===== config.mk =====
export PLATFORM = sky130hd
export DESIGN_NAME = ethernet_ip_packet_classifier
export DESIGN_NICKNAME = d
export VERILOG_FILES = /design/src/hw/rtl/epc_pkg.sv /design/src/hw/rtl/epc_front.sv /design/src/hw/rtl/epc_queue.sv /design/src/hw/rtl/epc_back.sv /design/src/hw/rtl/ethernet_ip_packet_classifier.sv
export SDC_FILE = /design/constraint.sdc
export NUM_CORES = 2
export LEC_CHECK = 0
export ABC_AREA = 1
export BUFFER_PORTS_ARGS = -buffer_cell sky130_fd_sc_hd__buf_2
export CAP_MARGIN = 20
export CELL_PAD_IN_SITES_DETAIL_PLACEMENT = 1
export CELL_PAD_IN_SITES_GLOBAL_PLACEMENT = 1
export CORE_ASPECT_RATIO = 1.75
export CORE_MARGIN = 2
export CORE_UTILIZATION = 50
export DETAILED_ROUTE_END_ITERATION = 10
export GPL_ROUTABILITY_DRIVEN = 1
export PLACE_DENSITY = 0.84
export SETUP_SLACK_MARGIN = 0.5
export SYNTH_ARGS = -nofsm -noshare
export SYNTH_HDL_FRONTEND = slang
export SYNTH_SLANG_ARGS = --single-unit

===== constraint.sdc =====
create_clock -name clk -period 29.2 [get_ports clk]
set_input_delay 1.46 -clock clk [delete_from_list [all_inputs] [get_ports clk]]
set_output_delay 1.46 -clock clk [all_outputs]
set_load 0.03 [all_outputs]

===== src/hw/rtl/epc_pkg.sv =====
// Shared types and constants of the Ethernet/IP frame classifier.
// Used by epc_front, epc_queue, epc_back and the top level.
`default_nettype none

package epc_pkg;

  localparam int unsigned ETH_HDR_LEN  = 14;
  localparam int unsigned IPV6_HDR_LEN = 40;
  localparam int unsigned IHL_SCALE    = 4;
  localparam int unsigned PORT_BYTES   = 4;

  localparam logic [15:0] ETYPE_ARP = 16'h0806;

  localparam logic [3:0] VER_IPV4 = 4'd4;
  localparam logic [3:0] VER_IPV6 = 4'd6;

  localparam logic [7:0] PROTO_ICMP   = 8'd1;
  localparam logic [7:0] PROTO_TCP    = 8'd6;
  localparam logic [7:0] PROTO_UDP    = 8'd17;
  localparam logic [7:0] PROTO_ICMPV6 = 8'd58;

  // byte positions within the frame
  localparam logic [15:0] POS_DST_MAC_END = 16'd6;
  localparam logic [15:0] POS_SRC_MAC_END = 16'd12;
  localparam logic [15:0] POS_VER         = 16'd14;
  localparam logic [15:0] POS_V4_PROTO    = 16'd23;
  localparam logic [15:0] POS_V6_PROTO    = 16'd20;
  localparam logic [15:0] POS_V6_PORTS    = 16'(ETH_HDR_LEN + IPV6_HDR_LEN);

  // minimum lengths for classification
  localparam logic [15:0] LEN_ETH_TYPE = 16'd14;
  localparam logic [15:0] LEN_VER      = 16'd15;
  localparam logic [15:0] LEN_V4_PROTO = 16'd24;
  localparam logic [15:0] LEN_V6_PROTO = 16'd21;
  localparam logic [6:0]  LEN_V4_ADDR  = 7'd34;
  localparam logic [6:0]  LEN_V6_ADDR  = 7'd54;
  localparam logic [6:0]  LEN_V6_PORTS = 7'(ETH_HDR_LEN + IPV6_HDR_LEN + PORT_BYTES);

  localparam logic [2:0] KIND_OTHER = 3'd0;
  localparam logic [2:0] KIND_ARP   = 3'd1;
  localparam logic [2:0] KIND_ICMP  = 3'd2;
  localparam logic [2:0] KIND_TCP   = 3'd3;
  localparam logic [2:0] KIND_UDP   = 3'd4;

  localparam logic [1:0] IPK_NONE = 2'd0;
  localparam logic [1:0] IPK_V4   = 2'd1;
  localparam logic [1:0] IPK_V6   = 2'd2;

  localparam logic [1:0] REG_ACCEPT_TCP  = 2'd0;
  localparam logic [1:0] REG_ACCEPT_UDP  = 2'd1;
  localparam logic [1:0] REG_ACCEPT_ARP  = 2'd2;
  localparam logic [1:0] REG_ACCEPT_ICMP = 2'd3;

  typedef struct packed {
    logic tcp;
    logic udp;
    logic arp;
    logic icmp;
  } epc_en_t;

  typedef struct packed {
    logic [15:0] etype;
    logic [3:0]  ver;
    logic [5:0]  ihlb;
    logic [7:0]  proto;
    logic [63:0] src_hi;
    logic [63:0] src_lo;
    logic [63:0] dst_hi;
    logic [63:0] dst_lo;
    logic [15:0] sport;
    logic [15:0] dport;
    logic [15:0] len;
  } epc_rec_t;

endpackage

`default_nettype wire


===== src/hw/rtl/epc_front.sv =====
// Front end: tracks byte position and captures header fields of each frame.
// Emits one frame record per last byte. Depends on epc_pkg.
`default_nettype none

module epc_front #(
  parameter int unsigned FRAME_LEN_MAX = 65535
) (
  input  wire logic            clk,
  input  wire logic            rst_n,
  input  wire logic            byte_acc,
  input  wire logic [7:0]      data_byte,
  input  wire logic            last_byte,
  output logic                 rec_push,
  output epc_pkg::epc_rec_t    rec
);
  import epc_pkg::*;

  localparam logic [15:0] LEN_MAX = 16'(FRAME_LEN_MAX);

  logic [15:0] pos_r, etype_r, etype_nxt;
  logic [3:0]  ver_r, ver_nxt, ver_c;
  logic [5:0]  ihlb_r, ihlb_nxt, ihlb_c;
  logic [7:0]  proto_r, proto_nxt;
  logic [63:0] src_hi_r, src_hi_nxt, src_lo_r, src_lo_nxt;
  logic [63:0] dst_hi_r, dst_hi_nxt, dst_lo_r, dst_lo_nxt;
  logic [15:0] sport_r, sport_nxt, dport_r, dport_nxt;
  logic [15:0] len, poff;
  logic        cap, arp, ports;

  always_comb begin
    etype_nxt  = etype_r;
    ver_nxt    = ver_r;
    ihlb_nxt   = ihlb_r;
    proto_nxt  = proto_r;
    src_hi_nxt = src_hi_r;
    src_lo_nxt = src_lo_r;
    dst_hi_nxt = dst_hi_r;
    dst_lo_nxt = dst_lo_r;
    sport_nxt  = sport_r;
    dport_nxt  = dport_r;
    cap   = pos_r < LEN_MAX;
    len   = cap ? pos_r + 16'd1 : LEN_MAX;
    arp   = etype_r == ETYPE_ARP;
    ver_c  = (pos_r == POS_VER) ? data_byte[7:4] : ver_r;
    ihlb_c = (pos_r == POS_VER) ? {data_byte[3:0], 2'b00} : ihlb_r;
    poff  = 16'(ETH_HDR_LEN);
    ports = 1'b0;
    if (cap) begin
      if (pos_r < POS_DST_MAC_END) begin
        dst_lo_nxt = {dst_lo_r[55:0], data_byte};
      end else if (pos_r < POS_SRC_MAC_END) begin
        src_lo_nxt = {src_lo_r[55:0], data_byte};
      end else if (pos_r < POS_VER) begin
        etype_nxt = {etype_r[7:0], data_byte};
      end
      if (pos_r == POS_VER) begin
        ver_nxt  = ver_c;
        ihlb_nxt = ihlb_c;
        if (!arp) begin
          src_hi_nxt = '0;
          src_lo_nxt = '0;
          dst_hi_nxt = '0;
          dst_lo_nxt = '0;
        end
      end
      if (pos_r >= POS_VER && !arp) begin
        if (ver_c == VER_IPV4) begin
          if (pos_r == POS_V4_PROTO) proto_nxt = data_byte;
          if (pos_r inside {[16'd26:16'd29]}) src_lo_nxt = {src_lo_r[55:0], data_byte};
          if (pos_r inside {[16'd30:16'd33]}) dst_lo_nxt = {dst_lo_r[55:0], data_byte};
          poff  = 16'(ETH_HDR_LEN) + 16'(ihlb_c);
          ports = 1'b1;
        end else if (ver_c == VER_IPV6) begin
          if (pos_r == POS_V6_PROTO) proto_nxt = data_byte;
          if (pos_r inside {[16'd22:16'd29]}) src_hi_nxt = {src_hi_r[55:0], data_byte};
          if (pos_r inside {[16'd30:16'd37]}) src_lo_nxt = {src_lo_r[55:0], data_byte};
          if (pos_r inside {[16'd38:16'd45]}) dst_hi_nxt = {dst_hi_r[55:0], data_byte};
          if (pos_r inside {[16'd46:16'd53]}) dst_lo_nxt = {dst_lo_r[55:0], data_byte};
          poff  = POS_V6_PORTS;
          ports = 1'b1;
        end
        if (ports) begin
          if (pos_r == poff || pos_r == poff + 16'd1) begin
            sport_nxt = {sport_r[7:0], data_byte};
          end else if (pos_r == poff + 16'd2 || pos_r == poff + 16'd3) begin
            dport_nxt = {dport_r[7:0], data_byte};
          end
        end
      end
    end
  end

  assign rec_push   = byte_acc && last_byte;
  assign rec.etype  = etype_nxt;
  assign rec.ver    = ver_nxt;
  assign rec.ihlb   = ihlb_nxt;
  assign rec.proto  = proto_nxt;
  assign rec.src_hi = src_hi_nxt;
  assign rec.src_lo = src_lo_nxt;
  assign rec.dst_hi = dst_hi_nxt;
  assign rec.dst_lo = dst_lo_nxt;
  assign rec.sport  = sport_nxt;
  assign rec.dport  = dport_nxt;
  assign rec.len    = len;

  always_ff @(posedge clk) begin
    if (!rst_n || rec_push) begin
      pos_r    <= '0;
      etype_r  <= '0;
      ver_r    <= '0;
      ihlb_r   <= '0;
      proto_r  <= '0;
      src_hi_r <= '0;
      src_lo_r <= '0;
      dst_hi_r <= '0;
      dst_lo_r <= '0;
      sport_r  <= '0;
      dport_r  <= '0;
    end else if (byte_acc) begin
      pos_r    <= len;
      etype_r  <= etype_nxt;
      ver_r    <= ver_nxt;
      ihlb_r   <= ihlb_nxt;
      proto_r  <= proto_nxt;
      src_hi_r <= src_hi_nxt;
      src_lo_r <= src_lo_nxt;
      dst_hi_r <= dst_hi_nxt;
      dst_lo_r <= dst_lo_nxt;
      sport_r  <= sport_nxt;
      dport_r  <= dport_nxt;
    end
  end

endmodule

`default_nettype wire


===== src/hw/rtl/epc_queue.sv =====
// Two-entry queue of frame records between the front end and the classifier.
// Depends on epc_pkg.
`default_nettype none

module epc_queue (
  input  wire logic               clk,
  input  wire logic               rst_n,
  input  wire logic               push,
  input  wire epc_pkg::epc_rec_t  push_rec,
  output logic                    full,
  output logic                    pop_valid,
  input  wire logic               pop_stall,
  output epc_pkg::epc_rec_t       pop_rec
);
  import epc_pkg::*;

  localparam int unsigned QDEPTH = 2;
  localparam int unsigned PTR_W  = $clog2(QDEPTH);

  epc_rec_t           rec_q [QDEPTH];
  logic [PTR_W-1:0]   wr_ptr_r, rd_ptr_r;
  logic [PTR_W:0]     count_r;
  logic               pop;

  assign full      = count_r == (PTR_W+1)'(QDEPTH);
  assign pop_valid = count_r != '0;
  assign pop       = pop_valid && !pop_stall;
  assign pop_rec   = rec_q[rd_ptr_r];

  always_ff @(posedge clk) begin
    if (push) begin
      rec_q[wr_ptr_r] <= push_rec;
    end
  end

  always_ff @(posedge clk) begin
    if (!rst_n) begin
      wr_ptr_r <= '0;
      rd_ptr_r <= '0;
      count_r  <= '0;
    end else begin
      if (push) wr_ptr_r <= wr_ptr_r + 1'b1;
      if (pop)  rd_ptr_r <= rd_ptr_r + 1'b1;
      if (push && !pop) begin
        count_r <= count_r + 1'b1;
      end else if (pop && !push) begin
        count_r <= count_r - 1'b1;
      end
    end
  end

endmodule

`default_nettype wire


===== src/hw/rtl/epc_back.sv =====
// Back end: classifies a frame record and holds the result in an output register.
// Depends on epc_pkg.
`default_nettype none

module epc_back (
  input  wire logic               clk,
  input  wire logic               rst_n,
  input  wire epc_pkg::epc_en_t   en,
  input  wire logic               rec_valid,
  output logic                    rec_stall,
  input  wire epc_pkg::epc_rec_t  rec,
  output logic                    out_valid,
  input  wire logic               out_stall,
  output logic                    out_accept,
  output logic [2:0]              out_frame_kind,
  output logic [1:0]              out_ip_kind,
  output logic [15:0]             out_src_port,
  output logic [15:0]             out_dst_port,
  output logic [63:0]             out_src_addr_high,
  output logic [63:0]             out_src_addr_low,
  output logic [63:0]             out_dst_addr_high,
  output logic [63:0]             out_dst_addr_low,
  output logic [15:0]             out_frame_length,
  output logic                    out_truncated
);
  import epc_pkg::*;

  logic        valid_r, take, load;
  logic        all_off, e_tcp, e_udp, e_arp, e_icmp;
  logic        v4, trunc, known, en_k, addr_ok, port_ok;
  logic [2:0]  kind;
  logic [1:0]  ipk;
  logic [6:0]  need, pneed, aneed;

  logic        accept_r, trunc_r;
  logic [2:0]  kind_r;
  logic [1:0]  ipk_r;
  logic [15:0] sport_r, dport_r, len_r;
  logic [63:0] src_hi_r, src_lo_r, dst_hi_r, dst_lo_r;

  always_comb begin
    all_off = !(en.tcp || en.udp || en.arp || en.icmp);
    e_tcp   = all_off || en.tcp;
    e_udp   = all_off || en.udp;
    e_arp   = all_off || en.arp;
    e_icmp  = all_off || en.icmp;
    v4      = rec.ver == VER_IPV4;
    aneed   = v4 ? LEN_V4_ADDR : LEN_V6_ADDR;
    pneed   = v4 ? 7'(ETH_HDR_LEN) + 7'(rec.ihlb) + 7'(PORT_BYTES) : LEN_V6_PORTS;
    kind    = KIND_OTHER;
    ipk     = IPK_NONE;
    trunc   = 1'b0;
    known   = 1'b0;
    en_k    = 1'b0;
    addr_ok = 1'b0;
    port_ok = 1'b0;
    need    = '0;
    if (rec.len < LEN_ETH_TYPE) begin
      trunc = 1'b1;
    end else if (rec.etype == ETYPE_ARP) begin
      kind    = KIND_ARP;
      known   = 1'b1;
      en_k    = e_arp;
      addr_ok = 1'b1;
    end else if (rec.len < LEN_VER) begin
      trunc = 1'b1;
    end else if (v4 || rec.ver == VER_IPV6) begin
      ipk = v4 ? IPK_V4 : IPK_V6;
      if (rec.len < (v4 ? LEN_V4_PROTO : LEN_V6_PROTO)) begin
        trunc = 1'b1;
      end else if (rec.proto == (v4 ? PROTO_ICMP : PROTO_ICMPV6)) begin
        kind    = KIND_ICMP;
        known   = 1'b1;
        en_k    = e_icmp;
        need    = aneed;
        addr_ok = 1'b1;
      end else if (rec.proto == PROTO_TCP || rec.proto == PROTO_UDP) begin
        kind    = (rec.proto == PROTO_TCP) ? KIND_TCP : KIND_UDP;
        known   = 1'b1;
        en_k    = (rec.proto == PROTO_TCP) ? e_tcp : e_udp;
        need    = (pneed > aneed) ? pneed : aneed;
        addr_ok = 1'b1;
        port_ok = 1'b1;
      end
      if (known && rec.len < 16'(need)) trunc = 1'b1;
    end
    if (trunc) begin
      addr_ok = 1'b0;
      port_ok = 1'b0;
    end
  end

  assign take      = !valid_r || !out_stall;
  assign load      = rec_valid && take;
  assign rec_stall = !take;

  always_ff @(posedge clk) begin
    if (!rst_n) begin
      valid_r <= 1'b0;
    end else if (take) begin
      valid_r <= rec_valid;
    end
  end

  always_ff @(posedge clk) begin
    if (load) begin
      accept_r <= known && en_k && !trunc;
      kind_r   <= kind;
      ipk_r    <= ipk;
      sport_r  <= port_ok ? rec.sport : '0;
      dport_r  <= port_ok ? rec.dport : '0;
      src_hi_r <= addr_ok ? rec.src_hi : '0;
      src_lo_r <= addr_ok ? rec.src_lo : '0;
      dst_hi_r <= addr_ok ? rec.dst_hi : '0;
      dst_lo_r <= addr_ok ? rec.dst_lo : '0;
      len_r    <= rec.len;
      trunc_r  <= trunc;
    end
  end

  assign out_valid         = valid_r;
  assign out_accept        = accept_r;
  assign out_frame_kind    = kind_r;
  assign out_ip_kind       = ipk_r;
  assign out_src_port      = sport_r;
  assign out_dst_port      = dport_r;
  assign out_src_addr_high = src_hi_r;
  assign out_src_addr_low  = src_lo_r;
  assign out_dst_addr_high = dst_hi_r;
  assign out_dst_addr_low  = dst_lo_r;
  assign out_frame_length  = len_r;
  assign out_truncated     = trunc_r;

endmodule

`default_nettype wire


===== src/hw/rtl/ethernet_ip_packet_classifier.sv =====
// Top level of the Ethernet/IP frame classifier: config registers and wiring.
// Instantiates epc_front, epc_queue and epc_back; depends on epc_pkg.
//
//   port group   dir   handshake            payload
//   in_*         in    in_valid / in_stall  in_data_byte, in_last_byte
//   out_*        out   out_valid/out_stall  classification of one frame
//   APB          in    psel/penable/pready  paddr, pwdata, prdata
//
// One frame byte accepted per cycle, sustained while in_stall is low, with no gap between frames.
// A frame result appears on out_* once its record has been written into the record queue
// and then loaded into the output register of epc_back; out_stall can hold it in the queue.
// in_stall rises only while the record queue is full.
// Synchronous reset clears the frame state and sets all four enables to 1.
`default_nettype none

module ethernet_ip_packet_classifier #(
  parameter int unsigned FRAME_LEN_MAX = 65535
) (
  input  wire logic        clk,
  input  wire logic        rst_n,
  input  wire logic        in_valid,
  output logic             in_stall,
  input  wire logic [7:0]  in_data_byte,
  input  wire logic        in_last_byte,
  output logic             out_valid,
  input  wire logic        out_stall,
  output logic             out_accept,
  output logic [2:0]       out_frame_kind,
  output logic [1:0]       out_ip_kind,
  output logic [15:0]      out_src_port,
  output logic [15:0]      out_dst_port,
  output logic [63:0]      out_src_addr_high,
  output logic [63:0]      out_src_addr_low,
  output logic [63:0]      out_dst_addr_high,
  output logic [63:0]      out_dst_addr_low,
  output logic [15:0]      out_frame_length,
  output logic             out_truncated,
  input  wire logic        psel,
  input  wire logic        penable,
  input  wire logic        pwrite,
  input  wire logic [3:0]  paddr,
  input  wire logic [31:0] pwdata,
  output logic [31:0]      prdata,
  output logic             pready
);
  import epc_pkg::*;

  epc_en_t   en_r;
  epc_rec_t  push_rec, pop_rec;
  logic      byte_acc, push, q_full, q_valid, q_stall, cfg_wr;
  logic      rd_bit;

  assign pready = 1'b1;
  assign cfg_wr = psel && penable && pwrite;

  always_ff @(posedge clk) begin
    if (!rst_n) begin
      en_r <= '1;
    end else if (cfg_wr) begin
      case (paddr[3:2])
        REG_ACCEPT_TCP:  en_r.tcp  <= pwdata[0];
        REG_ACCEPT_UDP:  en_r.udp  <= pwdata[0];
        REG_ACCEPT_ARP:  en_r.arp  <= pwdata[0];
        REG_ACCEPT_ICMP: en_r.icmp <= pwdata[0];
        default: ;
      endcase
    end
  end

  always_comb begin
    case (paddr[3:2])
      REG_ACCEPT_TCP:  rd_bit = en_r.tcp;
      REG_ACCEPT_UDP:  rd_bit = en_r.udp;
      REG_ACCEPT_ARP:  rd_bit = en_r.arp;
      REG_ACCEPT_ICMP: rd_bit = en_r.icmp;
      default:         rd_bit = 1'b0;
    endcase
  end

  assign prdata   = {31'd0, rd_bit};
  assign in_stall = q_full;
  assign byte_acc = in_valid && !in_stall;

  epc_front #(
    .FRAME_LEN_MAX(FRAME_LEN_MAX)
  ) u_front (
    .clk       (clk),
    .rst_n     (rst_n),
    .byte_acc  (byte_acc),
    .data_byte (in_data_byte),
    .last_byte (in_last_byte),
    .rec_push  (push),
    .rec       (push_rec)
  );

  epc_queue u_queue (
    .clk       (clk),
    .rst_n     (rst_n),
    .push      (push),
    .push_rec  (push_rec),
    .full      (q_full),
    .pop_valid (q_valid),
    .pop_stall (q_stall),
    .pop_rec   (pop_rec)
  );

  epc_back u_back (
    .clk               (clk),
    .rst_n             (rst_n),
    .en                (en_r),
    .rec_valid         (q_valid),
    .rec_stall         (q_stall),
    .rec               (pop_rec),
    .out_valid         (out_valid),
    .out_stall         (out_stall),
    .out_accept        (out_accept),
    .out_frame_kind    (out_frame_kind),
    .out_ip_kind       (out_ip_kind),
    .out_src_port      (out_src_port),
    .out_dst_port      (out_dst_port),
    .out_src_addr_high (out_src_addr_high),
    .out_src_addr_low  (out_src_addr_low),
    .out_dst_addr_high (out_dst_addr_high),
    .out_dst_addr_low  (out_dst_addr_low),
    .out_frame_length  (out_frame_length),
    .out_truncated     (out_truncated)
  );

  a_trunc_no_accept: assert property (@(posedge clk) disable iff (!rst_n)
    out_valid && out_truncated |-> !out_accept)
    else $error("truncated frame marked accepted");

  a_other_no_accept: assert property (@(posedge clk) disable iff (!rst_n)
    out_valid && out_frame_kind == KIND_OTHER |-> !out_accept)
    else $error("unrecognized frame marked accepted");

  a_ports_l4_only: assert property (@(posedge clk) disable iff (!rst_n)
    out_valid && (out_src_port != 16'd0 || out_dst_port != 16'd0)
      |-> (out_frame_kind == KIND_TCP || out_frame_kind == KIND_UDP))
    else $error("ports reported for a frame without TCP or UDP");

  a_push_needs_room: assert property (@(posedge clk) disable iff (!rst_n)
    q_full && !q_stall |=> !q_full)
    else $error("record queue stays full after a pop");

endmodule

`default_nettype wire


==> results by group <==
GRT
  • Sum of overflow across all layers after global routing: 0
  • Pin count of the biggest net entering global routing: approximately 230
  • Global-route wire length before repair: 222.7 mm
  • Initial antenna violation count: 3
  • Via count of the first global-routing pass: 37890
  • Global-route usage over all layers: 26.23%

Die
  • Die Wd: about 250 µm
  • Initial core utilization: 50.42%
  • Die footprint: 0.1098 mm²
  • Top-Level Pins: 398
  • Standard-cell row count: 158
  • Die Span Y: 436.8 µm
  • Core Box Area: 0.1062 mm²

Setup path
  • CP endpoint kind: register
  • Critical path class: reg2reg
  • Crit Path Max Fanout: approximately 100
  • Max stage delay cell, worst path: sky130_fd_sc_hd__buf_4
  • Most used cell, CP: sky130_fd_sc_hd__nand2_1
  • Data arrival at the endpoint of the critical path: 7.24 ns
  • Launching element type of the critical path: register
  • Biggest cell delay along the critical path: a little over 0.9 ns
  • List of cells traversed by the critical path: inv_2, nand3_1, nand2_1, nand2_1, clkinv_1, ha_1, nand2_1, o21ai_0, nand2_1, nand2_1, nand2_1, or2_2, ha_1, inv_1, o31ai_1, nor3_1, nand2_1, nand2_1, nand2_1, nand3_4, buf_4, nor2_1
  • Required time at the worst-slack endpoint: 29.62 ns

Drt
  • Remaining antenna violation count: 0
  • Number of vias in the routed layout: 35780
  • DRC marker count from the first detailed-route iteration: 2514
  • Total Wirelength: 146.2 mm
  • DR pass1 iterations: 6
  • Remaining DRCs: 0
  • Wire length per cell: 23.27 µm
  • Via density per instance: 5.696

CTS
  • TritonCTS clock tree: done
  • Clock root buffer: sky130_fd_sc_hd__clkbuf_16
  • TritonCTS buffer count: 115
  • Clock latency at the later pin of the worst-skew pair: 0.75 ns
  • Post-CTS Resized: 0
  • Clock transition at path regs: about 0.070 ns
  • Sink Count: 1335
  • Post-cts hold buffer count: 0
  • H-tree lvl count: 3
  • Clk buf depth: 3
  • Post-CTS repair timing setup buffer count: 0

Yosys
  • Compound-Gate Fraction of Synth Area: under 10%
  • Top_reg_cell synth: sky130_fd_sc_hd__edfxtp_1
  • Count of different cell masters after synthesis: 53
  • Simple-Gate Fraction of Synth Area: under 10%
  • Avg Synthesized Cell Area: 11.66 µm²
  • Post-synthesis xor/xnor area fraction: 0.1309%
  • Total of flip-flops plus latches after synthesis: approximately 1300
  • Seq/Total Area, Yosys: roughly two thirds
  • Count of yosys warnings during synthesis: 0
  • Synth Area in Adders: 0.4441%
  • Multiplexer share of the synthesized area: 5.554%
  • Total standard cell area after synthesis: 0.05353 mm²
  • Combinational family with the most area after synthesis: compound AO/OA/AOI/OAI gates
  • Cells after synthesis: 4589
  • Number of synthesized flops with an enable pin: 987
  • Asr flop ratio synth: 0%

Finish
  • Area added between synthesis and finish: 12.06%
  • Commonest non-fill, non-tap cell in the layout: sky130_fd_sc_hd__edfxtp_1
  • Final design utilization: 56.51%
  • Total number of nets in the final design: slightly below 5000
  • Fill cells: 10920
  • Commonest cells after routing, fill and taps aside: sky130_fd_sc_hd__edfxtp_1 (987), sky130_fd_sc_hd__inv_1 (639), sky130_fd_sc_hd__nor2_1 (509), sky130_fd_sc_hd__dfxtp_1 (347), sky130_fd_sc_hd__buf_2 (332)
  • Layout cell share with drive strength beyond 1: 13.11%

Timing
  • RSZ-0062 raised after global routing: no
  • Ratio of final minimum period to clock period: a little under a quarter
  • Normalized max-slew margin: 4.602%
  • Final setup slack of the worst path: 22.38 ns
  • Final TNS setup: 0 ns
  • Worst hold-check slack: 0.4797 ns
  • Final Slew Violations: 0
  • Finish-stage setup viols: 0
  • Transition at the pin with the smallest max-transition slack: 1.431 ns
  • Hold Vio Cnt, Final: 0
  • Final critical path time including I/O delays and setup: ~6.8 ns
  • Fmax: 146.6 MHz
  • Clk_skew: 0.03220 ns

Min path
  • Path type of the worst min-delay path: reg2reg

Power
  • Total power density per cell area: 97.14 mW/mm²
  • Worst ir drop on vdd: 0.00008228 V
  • Total Power: between 0.005 and 0.006 W
  • LEAKAGE: 24.14 nW

Place
  • Routability cong.: 0.8354
  • Worst slack, placed: 22.36 ns
  • Port-buffer cells: about 330
  • Sum of net half-perimeters after detailed placement: roughly 87 mm

Run status
  • Run status: complete, no violations

Job
  • Maximum capacitance violations: 0
## cell usage after synthesis (50+ instances only)
library cell,number,area share [%]
sky130_fd_sc_hd__edfxtp_1,987,55
sky130_fd_sc_hd__inv_1,642,4.5
sky130_fd_sc_hd__nor2_1,511,3.6
sky130_fd_sc_hd__dfxtp_1,348,13
sky130_fd_sc_hd__o21ai_0,317,3.0
sky130_fd_sc_hd__nand2_1,305,2.1
sky130_fd_sc_hd__mux2i_1,297,5.6
sky130_fd_sc_hd__a21oi_1,260,2.4
sky130_fd_sc_hd__o22ai_1,239,2.8
sky130_fd_sc_hd__clkbuf_1,168,1.2
sky130_fd_sc_hd__nand3_1,103,0.96
sky130_fd_sc_hd__a211oi_1,60,0.84
sky130_fd_sc_hd__buf_2,55,0.51
sky130_fd_sc_hd__buf_4,50,0.70
## per-stage QoR
step	instance area, µm²	cells
3_5_place_dp	56070	6059
5_1_grt	59990	6282
3_3_place_gp	56070	6059
6_report	59990	6282
4_1_cts	59930	6279
2_1_floorplan	53640	4619
## kinds of logic (layout without fill, tap and decap cells)
kind of cell,Yosys count,after routing
multiplexers,297,297
buffers and inverters,935,1237
flip-flops,1335,1335
other,2,33
XOR/XNOR,8,8
adder cells (fa/ha/maj),19,19
AND/OR/NAND/NOR,1063,1063
AO/OA/AOI/OAI,930,930
## report_power, final
| part | switching [W] | internal, W | total, W |
|---|---|---|---|
| Clock | 0.000712 | 0.000855 | 0.00157 |
| Combinational | 0.00122 | 0.000399 | 0.00162 |
| Sequential | 0.000147 | 0.00250 | 0.00264 |
## flip-flops by register name (all words and copies together), names as in the netlist, 4 cells and up, named ones only
register / cells
u_front.ver_r: 4
u_back.out_frame_length: 16
u_front.src_lo_r: 64
u_queue.rec_q: 676
u_front.etype_r: 16
u_front.dport_r: 16
u_back.out_dst_addr_low: 64
u_back.out_src_port: 16
u_front.proto_r: 8
u_front.sport_r: 16
en_r: 4
u_back.out_dst_port: 16
u_front.ihlb_r: 6
u_front.pos_r: 16
u_front.dst_lo_r: 64
u_front.dst_hi_r: 64
u_back.out_src_addr_high: 64
u_front.src_hi_r: 64
u_back.out_dst_addr_high: 64
u_back.out_src_addr_low: 64
## per-layer routing
| layer | share of wire, % | global-route usage, % |
|---|---|---|
| met1 | 37 | 29.87 |
| met2 | 53 | 48.09 |
| met3 | 4.4 | 3.400 |
| met4 | 5.0 | 13.00 |
| met5 | 0 | 0 |
## final cells by class
type	count	area, µm²	share of cell area (%)
Inverter	651	2456	4.094
Sequential cell	1335	36610	61.03
Clock buffer	165	3299	5.500
Timing Repair Buffer	366	2044	3.408
Antenna cell	1	2.502	0.004172
Clock inverter	55	560.5	0.9344
Tap cell	1360	1702	2.837
Multi-Input combinational cell	2349	13310	22.19
## critical path, delay by kind of cell, from the launching register on
family,cells,cell delay [ns]
AO/OA/AOI/OAI,2,0.27
adder cells (fa/ha/maj),2,0.69
flip-flops,1,0.84
buffers and inverters,4,1.81
AND/OR/NAND/NOR,14,2.77
## final timing paths
kind,from,end,slack [ns],cells past startpoint
worst max-delay path,register,u_back.out_dst_addr_low[16]$_SDFFCE_PN0P_,22.38,22
worst min-delay path,u_front.ihlb_r[0]$_SDFFE_PP0P_,u_front.ihlb_r[0]$_SDFFE_PP0P_,0.48,2
worst max register to register,register,u_back.out_dst_addr_low[16]$_SDFFCE_PN0P_,22.38,22
worst min register to register,u_front.ihlb_r[0]$_SDFFE_PP0P_,u_front.ihlb_r[0]$_SDFFE_PP0P_,0.48,2
Power figures use the tool's default switching activity.
